**src/pde_pkg.sv**
```systemverilog
// ----------------------------------------------------------------------------
// Pattern data expander package
// Shared widths, result kinds and the command descriptor type.
// ----------------------------------------------------------------------------
package pde_pkg;

  localparam int ARG_W  = 32;
  localparam int LEN_W  = 64;
  localparam int DIST_W = 33;
  localparam int OUT_DATA_W = 112;

  localparam logic [1:0] K_LIT  = 2'd0;
  localparam logic [1:0] K_ZERO = 2'd1;
  localparam logic [1:0] K_COPY = 2'd2;
  localparam logic [1:0] K_BAD  = 2'd3;

  // Results of one input item: an optional literal, then an optional command
  // whose length is mul_a * mul_b + add_c.
  typedef struct packed {
    logic              lit_en;
    logic [7:0]        lit_val;
    logic              cmd_en;
    logic [1:0]        cmd_kind;
    logic [ARG_W-1:0]  mul_a;
    logic [ARG_W-1:0]  mul_b;
    logic [ARG_W-1:0]  add_c;
    logic [DIST_W-1:0] copy_dist;
  } desc_t;

endpackage

```
**src/pattern_data_expander.sv**
```systemverilog
// ----------------------------------------------------------------------------
// Pattern data expander
// Decodes a packed pattern data byte stream into literal, zero run and
// back copy commands.
// ----------------------------------------------------------------------------
// The block takes one packed byte per clock cycle unless the output side
// holds it back. Each byte gives zero, one or two result items, and the
// result port sends one item per cycle while out_tready is high, so a byte
// that gives a literal followed by a back copy or a zero run holds the
// output for both items and can make the input pause when bytes follow back
// to back. The first result of a byte passes two registers on its way to the
// output: the decoder registers a command descriptor, and the second stage
// forms the run length with one 32 by 32 multiplier and an add before the
// result register. An unknown opcode gives one error item, and the bytes
// after it are dropped up to the last byte.
module pattern_data_expander (
  input  logic                           clk,
  input  logic                           rst_n,
  input  logic                           in_tvalid,
  output logic                           in_tready,
  input  logic [7:0]                     in_tdata,   // data_byte
  input  logic                           in_tlast,
  output logic                           out_tvalid,
  input  logic                           out_tready,
  // literal_value [7:0], run_length [71:8], copy_distance [104:72], zeros above
  output logic [pde_pkg::OUT_DATA_W-1:0] out_tdata,
  output logic [1:0]                     out_tuser,  // kind
  output logic                           out_tlast
);

  logic           d_valid;
  logic           d_ready;
  pde_pkg::desc_t d_desc;

  pde_decoder u_decoder (
    .clk      (clk),
    .rst_n    (rst_n),
    .in_valid (in_tvalid),
    .in_byte  (in_tdata),
    .in_last  (in_tlast),
    .in_ready (in_tready),
    .d_valid  (d_valid),
    .d_desc   (d_desc),
    .d_ready  (d_ready)
  );

  pde_len_stage u_len_stage (
    .clk        (clk),
    .rst_n      (rst_n),
    .d_valid    (d_valid),
    .d_desc     (d_desc),
    .d_ready    (d_ready),
    .out_tvalid (out_tvalid),
    .out_tready (out_tready),
    .out_tdata  (out_tdata),
    .out_tuser  (out_tuser),
    .out_tlast  (out_tlast)
  );

endmodule

```
**src/pde_decoder.sv**
```systemverilog
// ----------------------------------------------------------------------------
// Pattern data expander decoder
// Parses opcode and argument bytes and registers the command descriptor.
// ----------------------------------------------------------------------------
module pde_decoder (
  input  logic          clk,
  input  logic          rst_n,
  input  logic          in_valid,
  input  logic [7:0]    in_byte,
  input  logic          in_last,
  output logic          in_ready,
  output logic          d_valid,
  output pde_pkg::desc_t d_desc,
  input  logic          d_ready
);

  localparam logic [2:0] PH_IDLE       = 3'd0;
  localparam logic [2:0] PH_COUNT_ARG  = 3'd1;
  localparam logic [2:0] PH_CUSTOM_ARG = 3'd2;
  localparam logic [2:0] PH_REPEAT_ARG = 3'd3;
  localparam logic [2:0] PH_LIT_PLAIN  = 3'd4;
  localparam logic [2:0] PH_LIT_REPEAT = 3'd5;
  localparam logic [2:0] PH_COMMON     = 3'd6;
  localparam logic [2:0] PH_CUSTOM     = 3'd7;

  localparam logic [2:0] OP_ZERO     = 3'd0;
  localparam logic [2:0] OP_COPY     = 3'd1;
  localparam logic [2:0] OP_REP      = 3'd2;
  localparam logic [2:0] OP_ILV_COPY = 3'd3;
  localparam logic [2:0] OP_ILV_ZERO = 3'd4;

  localparam int AW = pde_pkg::ARG_W;
  localparam int DW = pde_pkg::DIST_W;

  logic [2:0]    ph_r, ph_nxt;
  logic [2:0]    op_r, op_nxt;
  logic [AW-1:0] bc_r, bc_nxt;
  logic [AW-1:0] acc_r, acc_nxt;
  logic [AW-1:0] cus_r, cus_nxt;
  logic [AW-1:0] rep_r, rep_nxt;
  logic [AW-1:0] left_r, left_nxt;
  logic          disc_r, disc_nxt;
  logic          d_valid_r, d_valid_nxt;
  pde_pkg::desc_t desc_r, desc_nxt;

  logic [AW-1:0] argv;
  logic [AW-1:0] left_dec;
  logic [AW-1:0] rep_dec;
  logic          bo_go;
  logic          ac_go;
  logic          accept;

  assign in_ready = !d_valid_r || d_ready;
  assign accept   = in_valid && in_ready;
  assign d_valid  = d_valid_r;
  assign d_desc   = desc_r;

  always_comb begin
    ph_nxt   = ph_r;
    op_nxt   = op_r;
    bc_nxt   = bc_r;
    acc_nxt  = acc_r;
    cus_nxt  = cus_r;
    rep_nxt  = rep_r;
    left_nxt = left_r;
    disc_nxt = disc_r;
    desc_nxt = '0;
    bo_go    = 1'b0;
    ac_go    = 1'b0;
    argv     = {acc_r[AW-8:0], in_byte[6:0]};
    left_dec = left_r - AW'(1);
    rep_dec  = rep_r - AW'(1);

    if (disc_r) begin
      if (in_last) begin
        disc_nxt = 1'b0;
      end
    end else begin
      case (ph_r)
        PH_IDLE: begin
          op_nxt = in_byte[7:5];
          if (in_byte[7:5] > OP_ILV_ZERO) begin
            desc_nxt.cmd_en   = 1'b1;
            desc_nxt.cmd_kind = pde_pkg::K_BAD;
            disc_nxt = 1'b1;
            ph_nxt   = PH_IDLE;
          end else if (in_byte[4:0] == 5'd0) begin
            acc_nxt = '0;
            ph_nxt  = PH_COUNT_ARG;
          end else begin
            bc_nxt = AW'(in_byte[4:0]);
            bo_go  = 1'b1;
          end
        end
        PH_COUNT_ARG, PH_CUSTOM_ARG, PH_REPEAT_ARG: begin
          if (in_byte[7]) begin
            acc_nxt = argv;
          end else begin
            acc_nxt = '0;
            if (ph_r == PH_COUNT_ARG) begin
              bc_nxt = argv;
              bo_go  = 1'b1;
            end else if (ph_r == PH_CUSTOM_ARG) begin
              cus_nxt = argv;
              ph_nxt  = PH_REPEAT_ARG;
            end else begin
              rep_nxt = argv;
              if (op_r == OP_REP) begin
                left_nxt = bc_r;
                ph_nxt   = (bc_r != '0) ? PH_LIT_REPEAT : PH_IDLE;
              end else if (op_r == OP_ILV_COPY) begin
                if (bc_r != '0) begin
                  left_nxt = bc_r;
                  ph_nxt   = PH_COMMON;
                end else begin
                  ac_go = 1'b1;
                end
              end else if (cus_r == '0) begin
                if (bc_r != '0) begin
                  desc_nxt.cmd_en   = 1'b1;
                  desc_nxt.cmd_kind = pde_pkg::K_ZERO;
                  desc_nxt.mul_a    = bc_r;
                  desc_nxt.mul_b    = argv;
                  desc_nxt.add_c    = bc_r;
                end
                ph_nxt = PH_IDLE;
              end else begin
                if (bc_r != '0) begin
                  desc_nxt.cmd_en   = 1'b1;
                  desc_nxt.cmd_kind = pde_pkg::K_ZERO;
                  desc_nxt.add_c    = bc_r;
                end
                left_nxt = cus_r;
                ph_nxt   = (argv != '0) ? PH_CUSTOM : PH_IDLE;
              end
            end
          end
        end
        PH_LIT_PLAIN: begin
          desc_nxt.lit_en  = 1'b1;
          desc_nxt.lit_val = in_byte;
          left_nxt = left_dec;
          if (left_dec == '0) begin
            ph_nxt = PH_IDLE;
          end
        end
        PH_LIT_REPEAT: begin
          desc_nxt.lit_en  = 1'b1;
          desc_nxt.lit_val = in_byte;
          left_nxt = left_dec;
          if (left_dec == '0) begin
            if (bc_r != '0 && rep_r != '0) begin
              desc_nxt.cmd_en    = 1'b1;
              desc_nxt.cmd_kind  = pde_pkg::K_COPY;
              desc_nxt.mul_a     = bc_r;
              desc_nxt.mul_b     = rep_r;
              desc_nxt.copy_dist = DW'(bc_r);
            end
            ph_nxt = PH_IDLE;
          end
        end
        PH_COMMON: begin
          desc_nxt.lit_en  = 1'b1;
          desc_nxt.lit_val = in_byte;
          left_nxt = left_dec;
          if (left_dec == '0) begin
            ac_go = 1'b1;
          end
        end
        PH_CUSTOM: begin
          desc_nxt.lit_en  = 1'b1;
          desc_nxt.lit_val = in_byte;
          left_nxt = left_dec;
          if (left_dec == '0) begin
            rep_nxt = rep_dec;
            if (bc_r != '0) begin
              desc_nxt.cmd_en = 1'b1;
              desc_nxt.add_c  = bc_r;
              if (op_r == OP_ILV_COPY) begin
                desc_nxt.cmd_kind  = pde_pkg::K_COPY;
                desc_nxt.copy_dist = DW'(bc_r) + DW'(cus_r);
              end else begin
                desc_nxt.cmd_kind = pde_pkg::K_ZERO;
              end
            end
            left_nxt = cus_r;
            if (rep_dec == '0) begin
              ph_nxt = PH_IDLE;
            end
          end
        end
        default: begin
          ph_nxt = PH_IDLE;
        end
      endcase

      // Start of a command once its block count is known.
      if (bo_go) begin
        case (op_nxt)
          OP_ZERO: begin
            if (bc_nxt != '0) begin
              desc_nxt.cmd_en   = 1'b1;
              desc_nxt.cmd_kind = pde_pkg::K_ZERO;
              desc_nxt.add_c    = bc_nxt;
            end
            ph_nxt = PH_IDLE;
          end
          OP_COPY: begin
            left_nxt = bc_nxt;
            ph_nxt   = (bc_nxt != '0) ? PH_LIT_PLAIN : PH_IDLE;
          end
          OP_REP: begin
            ph_nxt = PH_REPEAT_ARG;
          end
          default: begin
            ph_nxt = PH_CUSTOM_ARG;
          end
        endcase
      end

      // End of the common part of an interleaved block copy.
      if (ac_go) begin
        if (rep_nxt == '0) begin
          ph_nxt = PH_IDLE;
        end else if (cus_r == '0) begin
          if (bc_r != '0) begin
            desc_nxt.cmd_en    = 1'b1;
            desc_nxt.cmd_kind  = pde_pkg::K_COPY;
            desc_nxt.mul_a     = bc_r;
            desc_nxt.mul_b     = rep_nxt;
            desc_nxt.copy_dist = DW'(bc_r);
          end
          ph_nxt = PH_IDLE;
        end else begin
          left_nxt = cus_r;
          ph_nxt   = PH_CUSTOM;
        end
      end

      if (in_last) begin
        disc_nxt = 1'b0;
        ph_nxt   = PH_IDLE;
        acc_nxt  = '0;
      end
    end
  end

  always_comb begin
    if (accept && (desc_nxt.lit_en || desc_nxt.cmd_en)) begin
      d_valid_nxt = 1'b1;
    end else if (d_ready) begin
      d_valid_nxt = 1'b0;
    end else begin
      d_valid_nxt = d_valid_r;
    end
  end

  always_ff @(posedge clk) begin
    if (!rst_n) begin
      ph_r      <= PH_IDLE;
      op_r      <= OP_ZERO;
      bc_r      <= '0;
      acc_r     <= '0;
      cus_r     <= '0;
      rep_r     <= '0;
      left_r    <= '0;
      disc_r    <= 1'b0;
      d_valid_r <= 1'b0;
    end else begin
      d_valid_r <= d_valid_nxt;
      if (accept) begin
        ph_r   <= ph_nxt;
        op_r   <= op_nxt;
        bc_r   <= bc_nxt;
        acc_r  <= acc_nxt;
        cus_r  <= cus_nxt;
        rep_r  <= rep_nxt;
        left_r <= left_nxt;
        disc_r <= disc_nxt;
      end
    end
  end

  always_ff @(posedge clk) begin
    if (accept) begin
      desc_r <= desc_nxt;
    end
  end

endmodule

```
**src/pde_len_stage.sv**
```systemverilog
// ----------------------------------------------------------------------------
// Pattern data expander length stage
// Computes the command length and sends the results of each item in order.
// ----------------------------------------------------------------------------
module pde_len_stage (
  input  logic                            clk,
  input  logic                            rst_n,
  input  logic                            d_valid,
  input  pde_pkg::desc_t                  d_desc,
  output logic                            d_ready,
  output logic                            out_tvalid,
  input  logic                            out_tready,
  output logic [pde_pkg::OUT_DATA_W-1:0]  out_tdata,
  output logic [1:0]                      out_tuser,
  output logic                            out_tlast
);

  localparam int LW = pde_pkg::LEN_W;
  localparam int DW = pde_pkg::DIST_W;
  localparam int PAD_W = pde_pkg::OUT_DATA_W - 8 - LW - DW;

  logic          v_r, v_nxt;
  logic          lit_done_r, lit_done_nxt;
  logic          lit_en_r;
  logic [7:0]    lit_val_r;
  logic          cmd_en_r;
  logic [1:0]    kind_r;
  logic [LW-1:0] len_r;
  logic [DW-1:0] dist_r;
  logic [LW-1:0] len_nxt;
  logic          sending_lit;
  logic          done;
  logic          load;

  assign sending_lit = lit_en_r && !lit_done_r;
  assign out_tvalid  = v_r;
  assign out_tlast   = sending_lit ? !cmd_en_r : 1'b1;
  assign out_tuser   = sending_lit ? pde_pkg::K_LIT : kind_r;
  assign out_tdata   = sending_lit ? {PAD_W'(0), DW'(0), LW'(0), lit_val_r}
                                   : {PAD_W'(0), dist_r, len_r, 8'd0};

  assign done    = v_r && out_tready && out_tlast;
  assign d_ready = !v_r || done;
  assign load    = d_valid && d_ready;

  assign len_nxt = LW'(d_desc.mul_a) * LW'(d_desc.mul_b) + LW'(d_desc.add_c);

  always_comb begin
    if (load) begin
      v_nxt = 1'b1;
    end else if (done) begin
      v_nxt = 1'b0;
    end else begin
      v_nxt = v_r;
    end
    if (load) begin
      lit_done_nxt = 1'b0;
    end else if (v_r && out_tready && sending_lit) begin
      lit_done_nxt = 1'b1;
    end else begin
      lit_done_nxt = lit_done_r;
    end
  end

  always_ff @(posedge clk) begin
    if (!rst_n) begin
      v_r        <= 1'b0;
      lit_done_r <= 1'b0;
    end else begin
      v_r        <= v_nxt;
      lit_done_r <= lit_done_nxt;
    end
  end

  always_ff @(posedge clk) begin
    if (load) begin
      lit_en_r  <= d_desc.lit_en;
      lit_val_r <= d_desc.lit_val;
      cmd_en_r  <= d_desc.cmd_en;
      kind_r    <= d_desc.cmd_kind;
      len_r     <= len_nxt;
      dist_r    <= d_desc.copy_dist;
    end
  end

endmodule

```
**config.mk**
```make
export PLATFORM = sky130hd
export DESIGN_NAME = pattern_data_expander
export DESIGN_NICKNAME = d
export VERILOG_FILES = /design/src/pde_pkg.sv /design/src/pattern_data_expander.sv /design/src/pde_decoder.sv /design/src/pde_len_stage.sv
export SDC_FILE = /design/constraint.sdc
export NUM_CORES = 2
export LEC_CHECK = 0
export BUFFER_PORTS_ARGS = -buffer_cell sky130_fd_sc_hd__buf_4
export CAP_MARGIN = 20
export CORE_MARGIN = 2
export CORE_UTILIZATION = 63
export CTS_CLUSTER_DIAMETER = 200
export DETAILED_ROUTE_END_ITERATION = 10
export PLACE_DENSITY_LB_ADDON = 0.3
export SYNTH_ARGS = -nofsm -noshare
export SYNTH_HDL_FRONTEND = slang
export SYNTH_SLANG_ARGS = --single-unit
```
**constraint.sdc**
```tcl
create_clock -name clk -period 9.5 [get_ports clk]
set_clock_uncertainty 0.2 [all_clocks]
set_input_delay 1.9 -clock clk [delete_from_list [all_inputs] [get_ports clk]]
set_output_delay 1.9 -clock clk [all_outputs]
set_load 0.01 [all_outputs]
```
==> run summary <==
status -> completed
vias in the first global route -> 47,200
estimated wirelength of the detail-placed design -> 131 mm
# rows -> 110
top sig layer -> met5
Slew HR -> 13.6%
CORE AREA -> 89,900 µm²
die area -> 92,800 µm²
largest net degree at the start of global routing -> 139
met3 wire len -> 20.5 mm
Adder-Cell Fraction of Synth Area -> 39.2%
via count -> 46,200
Cell Count, Final, Fillers Out -> 7,465
leak pwr -> 28.4 nW
detail-routed via count per cell -> 6.20
crit path max-delay cell type -> edfxtp_1
endpoints failing hold -> 0
crit-path max FO -> 17
setup violators final -> 0
post-synthesis register bit count -> 413
CTS Buf Count -> 49
share of layout cells above drive strength 1 -> 7.63%
CTS H-tree lvls -> 2
Syn Inst Count -> 6,274
worst-margin pin slew -> 1.29 ns
cell repeated most along the worst path -> fa_1
GR Overflow Total -> 0
Compound-Gate Fraction of Synth Area -> 11.0%
clk_lat worst skew -> 0.67 ns
Port Buf Inserts -> 122
Final Util -> 68.3%
RePlAce Congestion -> 0.998
Starting DRT DRC Count -> 4,875
Critical Path AT -> 9.44 ns
drt first pass iters -> 8
Placement Cell Area -> 59,100 µm²
sequential fraction of the synthesis area -> 18.9%
Die W -> 305 µm
clk slew on worst S/H paths -> 0.06 ns
endpoint type of the worst setup path -> flip-flop
DRT met1 WL -> 67.2 mm
initial antenna violation count -> 6
Final Instance Area -> 61,400 µm²
chip height -> 305 µm
family with the most delay on the worst path -> adder cells
fin nets -> 7,487
Yosys cell types -> 86
initial core utilization -> 63.4%
post-synthesis simple-gate area fraction -> 18.8%
CTS tree -> built
Area growth, synth to finish -> 7.78%
CP peak stage delay -> 0.68 ns
placed insts -> 7,322
EDFF count, synth -> 250
Peak VDD IR -> 417 µV
DRT Wirelength -> 172 mm
fin. max-slew vios -> 0
achievable frequency -> 108 MHz
unrepaired setup endpoints after global routing -> yes
Hold-fix buffers, CTS -> 0
mux contribution to synthesized area -> 0.600%
mean routed wirelength per cell -> 23.0 µm
clk sink count -> 413
crit path kind -> flip-flop to flip-flop
number of remaining DRC errors -> 0
Mapped Area -> 57,000 µm²
# IOs -> 130
Hold Crit Class -> flip-flop to flip-flop
Fill cells -> 6,880
clock root buffer -> clkbuf_16
Worst Path Required -> 9.70 ns
FFs w/ async S/R, synth -> 0%
CP Buf/Inv Count -> 7
routed length on met2 -> 76.3 mm
Max Cap Violations -> 0
Mapped Avg Cell Area -> 9.08 µm²
Synth Flop Type -> edfxtp_1
xor/xnor share of the synthesized area -> 1.81%
gr usage total -> 37.4%
Worst setup SP type -> flip-flop
buffer depth of the longest clock path -> 3
fin crit period -> 9.23 ns
first-pass GRT wire length -> 270 mm
Min Hold Slack -> 0.214 ns
PwrDens -> 259 nW/µm²
Final ANT Viol Nets -> 0
largest family of logic cells by synthesized area -> adder cells
Ys Warns -> 0
TNS Setup -> 0 ns
period utilization -> 97.2%
[cell usage in the layout (no fill, tap or decap), types with 10 or more instances in the layout]
cell type / netlist / routed
and3_1: 28 / 27
o21bai_1: 13 / 13
or2_2: 12 / 12
a221oi_1: 17 / 16
and2_1: 767 / 767
mux2i_1: 33 / 33
a31oi_1: 18 / 18
xor2_1: 38 / 38
fa_1: 929 / 929
xnor2_1: 80 / 80
nand2_1: 687 / 687
clkbuf_16: 0 / 54
ha_1: 299 / 299
a211oi_1: 72 / 72
nor2b_1: 22 / 21
nand4_1: 41 / 41
o31ai_1: 15 / 15
edfxtp_1: 250 / 250
nor2_1: 221 / 217
or4_1: 19 / 19
a2111oi_0: 12 / 12
o22ai_1: 55 / 55
a21oi_1: 295 / 293
nor3_1: 69 / 64
a311oi_1: 10 / 10
a22o_1: 39 / 39
o21ai_0: 141 / 140
inv_1: 1015 / 1013
buf_4: 7 / 315
buf_6: 2 / 12
nand2b_1: 33 / 32
a22oi_1: 82 / 82
nand3_1: 67 / 67
or3_1: 21 / 21
dfxtp_1: 163 / 162
o21a_1: 22 / 22
nor4_1: 53 / 51
a21o_1: 61 / 61
o211ai_1: 17 / 17
[flip-flops by register name (all words and copies together), names as in the netlist, 2 cells and up]
register,count
u_decoder.acc_r,25
u_decoder.bc_r,32
u_decoder.cus_r,32
u_decoder.d_desc,141
u_decoder.left_r,32
u_decoder.op_r,3
u_decoder.ph_r,3
u_decoder.rep_r,32
u_len_stage.dist_r,33
u_len_stage.kind_r,2
u_len_stage.len_r,64
u_len_stage.lit_val_r,8
[metal layers]
layer,up-vias,global-route usage (%)
li1,20000,-
met1,23000,50.9
met2,2706,57.7
met3,539,9.78
met4,6,14.1
met5,-,0
[Yosys cell counts (28+ instances only)]
cell type  count  area, µm²
nand3_1       67        335
nand4_1       41        257
ha_1         299       3740
dfxtp_1      163       3260
nor3_1        69        345
clkbuf_1     384       1440
a21oi_1      295       1480
a22o_1        39        342
xor2_1        38        333
o22ai_1       55        344
mux2i_1       33        330
a21o_1        61        458
a211oi_1      72        541
edfxtp_1     250       7510
and2_1       767       4800
nor4_1        53        332
o21ai_0      141        706
nor2_1       221        830
and3_1        28        175
a22oi_1       82        616
fa_1         929      18600
nand2_1      687       2580
inv_1       1015       3810
nand2b_1      33        206
xnor2_1       80        701
[layout make-up]
cell class              count  area, µm²  area share [%]
flip-flops and latches    413      10800            17.5
diodes                      2       5.00         0.00815
inverters                1016       3820            6.22
multi-input cells        4427      40900            66.6
repair buffers            339       2720            4.42
clock buffers              65       1440            2.35
clock inverters            27        303           0.493
well taps                1176       1470            2.40
[worst paths after layout]
check	to	slack [ns]	start	cells past startpoint
min reg2reg	u_len_stage.dist_r[24]$_DFFE_PP_	0.21	u_decoder.d_desc[24]$_SDFFCE_PP0P_	0
min	u_len_stage.dist_r[24]$_DFFE_PP_	0.21	u_decoder.d_desc[24]$_SDFFCE_PP0P_	0
max reg2reg	u_len_stage.len_r[61]$_DFFE_PP_	0.27	u_decoder.d_desc[78]$_SDFFCE_PP0P_	29
max	u_len_stage.len_r[61]$_DFFE_PP_	0.27	u_decoder.d_desc[78]$_SDFFCE_PP0P_	29
[per-stage QoR]
step | power [mW] | setup WS [ns]
after floorplan | 10.8 | 1.57
after global placement | 13.4 | -0.366
after detailed placement | 13.7 | -0.407
after CTS | 15.8 | 0.00355
after global routing | 17.4 | -0.0555
final | 15.9 | 0.269
[kinds of logic (layout without fill, tap and decap cells)]
kind of cell | after synthesis | count (layout)
compound gates | 956 | 956
xor+xnor | 118 | 118
fa+ha+maj | 1228 | 1228
buf+inv | 1440 | 1447
flops | 413 | 413
mux | 34 | 34
other cells | 1 | 9
simple gates | 2084 | 2084
[report_power, final]
group,switching [mW],internal [mW]
registers,0.167,2.56
clock network,0.874,1.17
logic,6.53,4.62
total,7.58,8.35
[repair_timing]
action | in CTS | in global routing
gates resized for setup | 2 | 11
setup endpoints to repair | 6 | 8
setup buffers | 2 | 46
pin swaps | 0 | 1
Power figures use the tool's default switching activity.
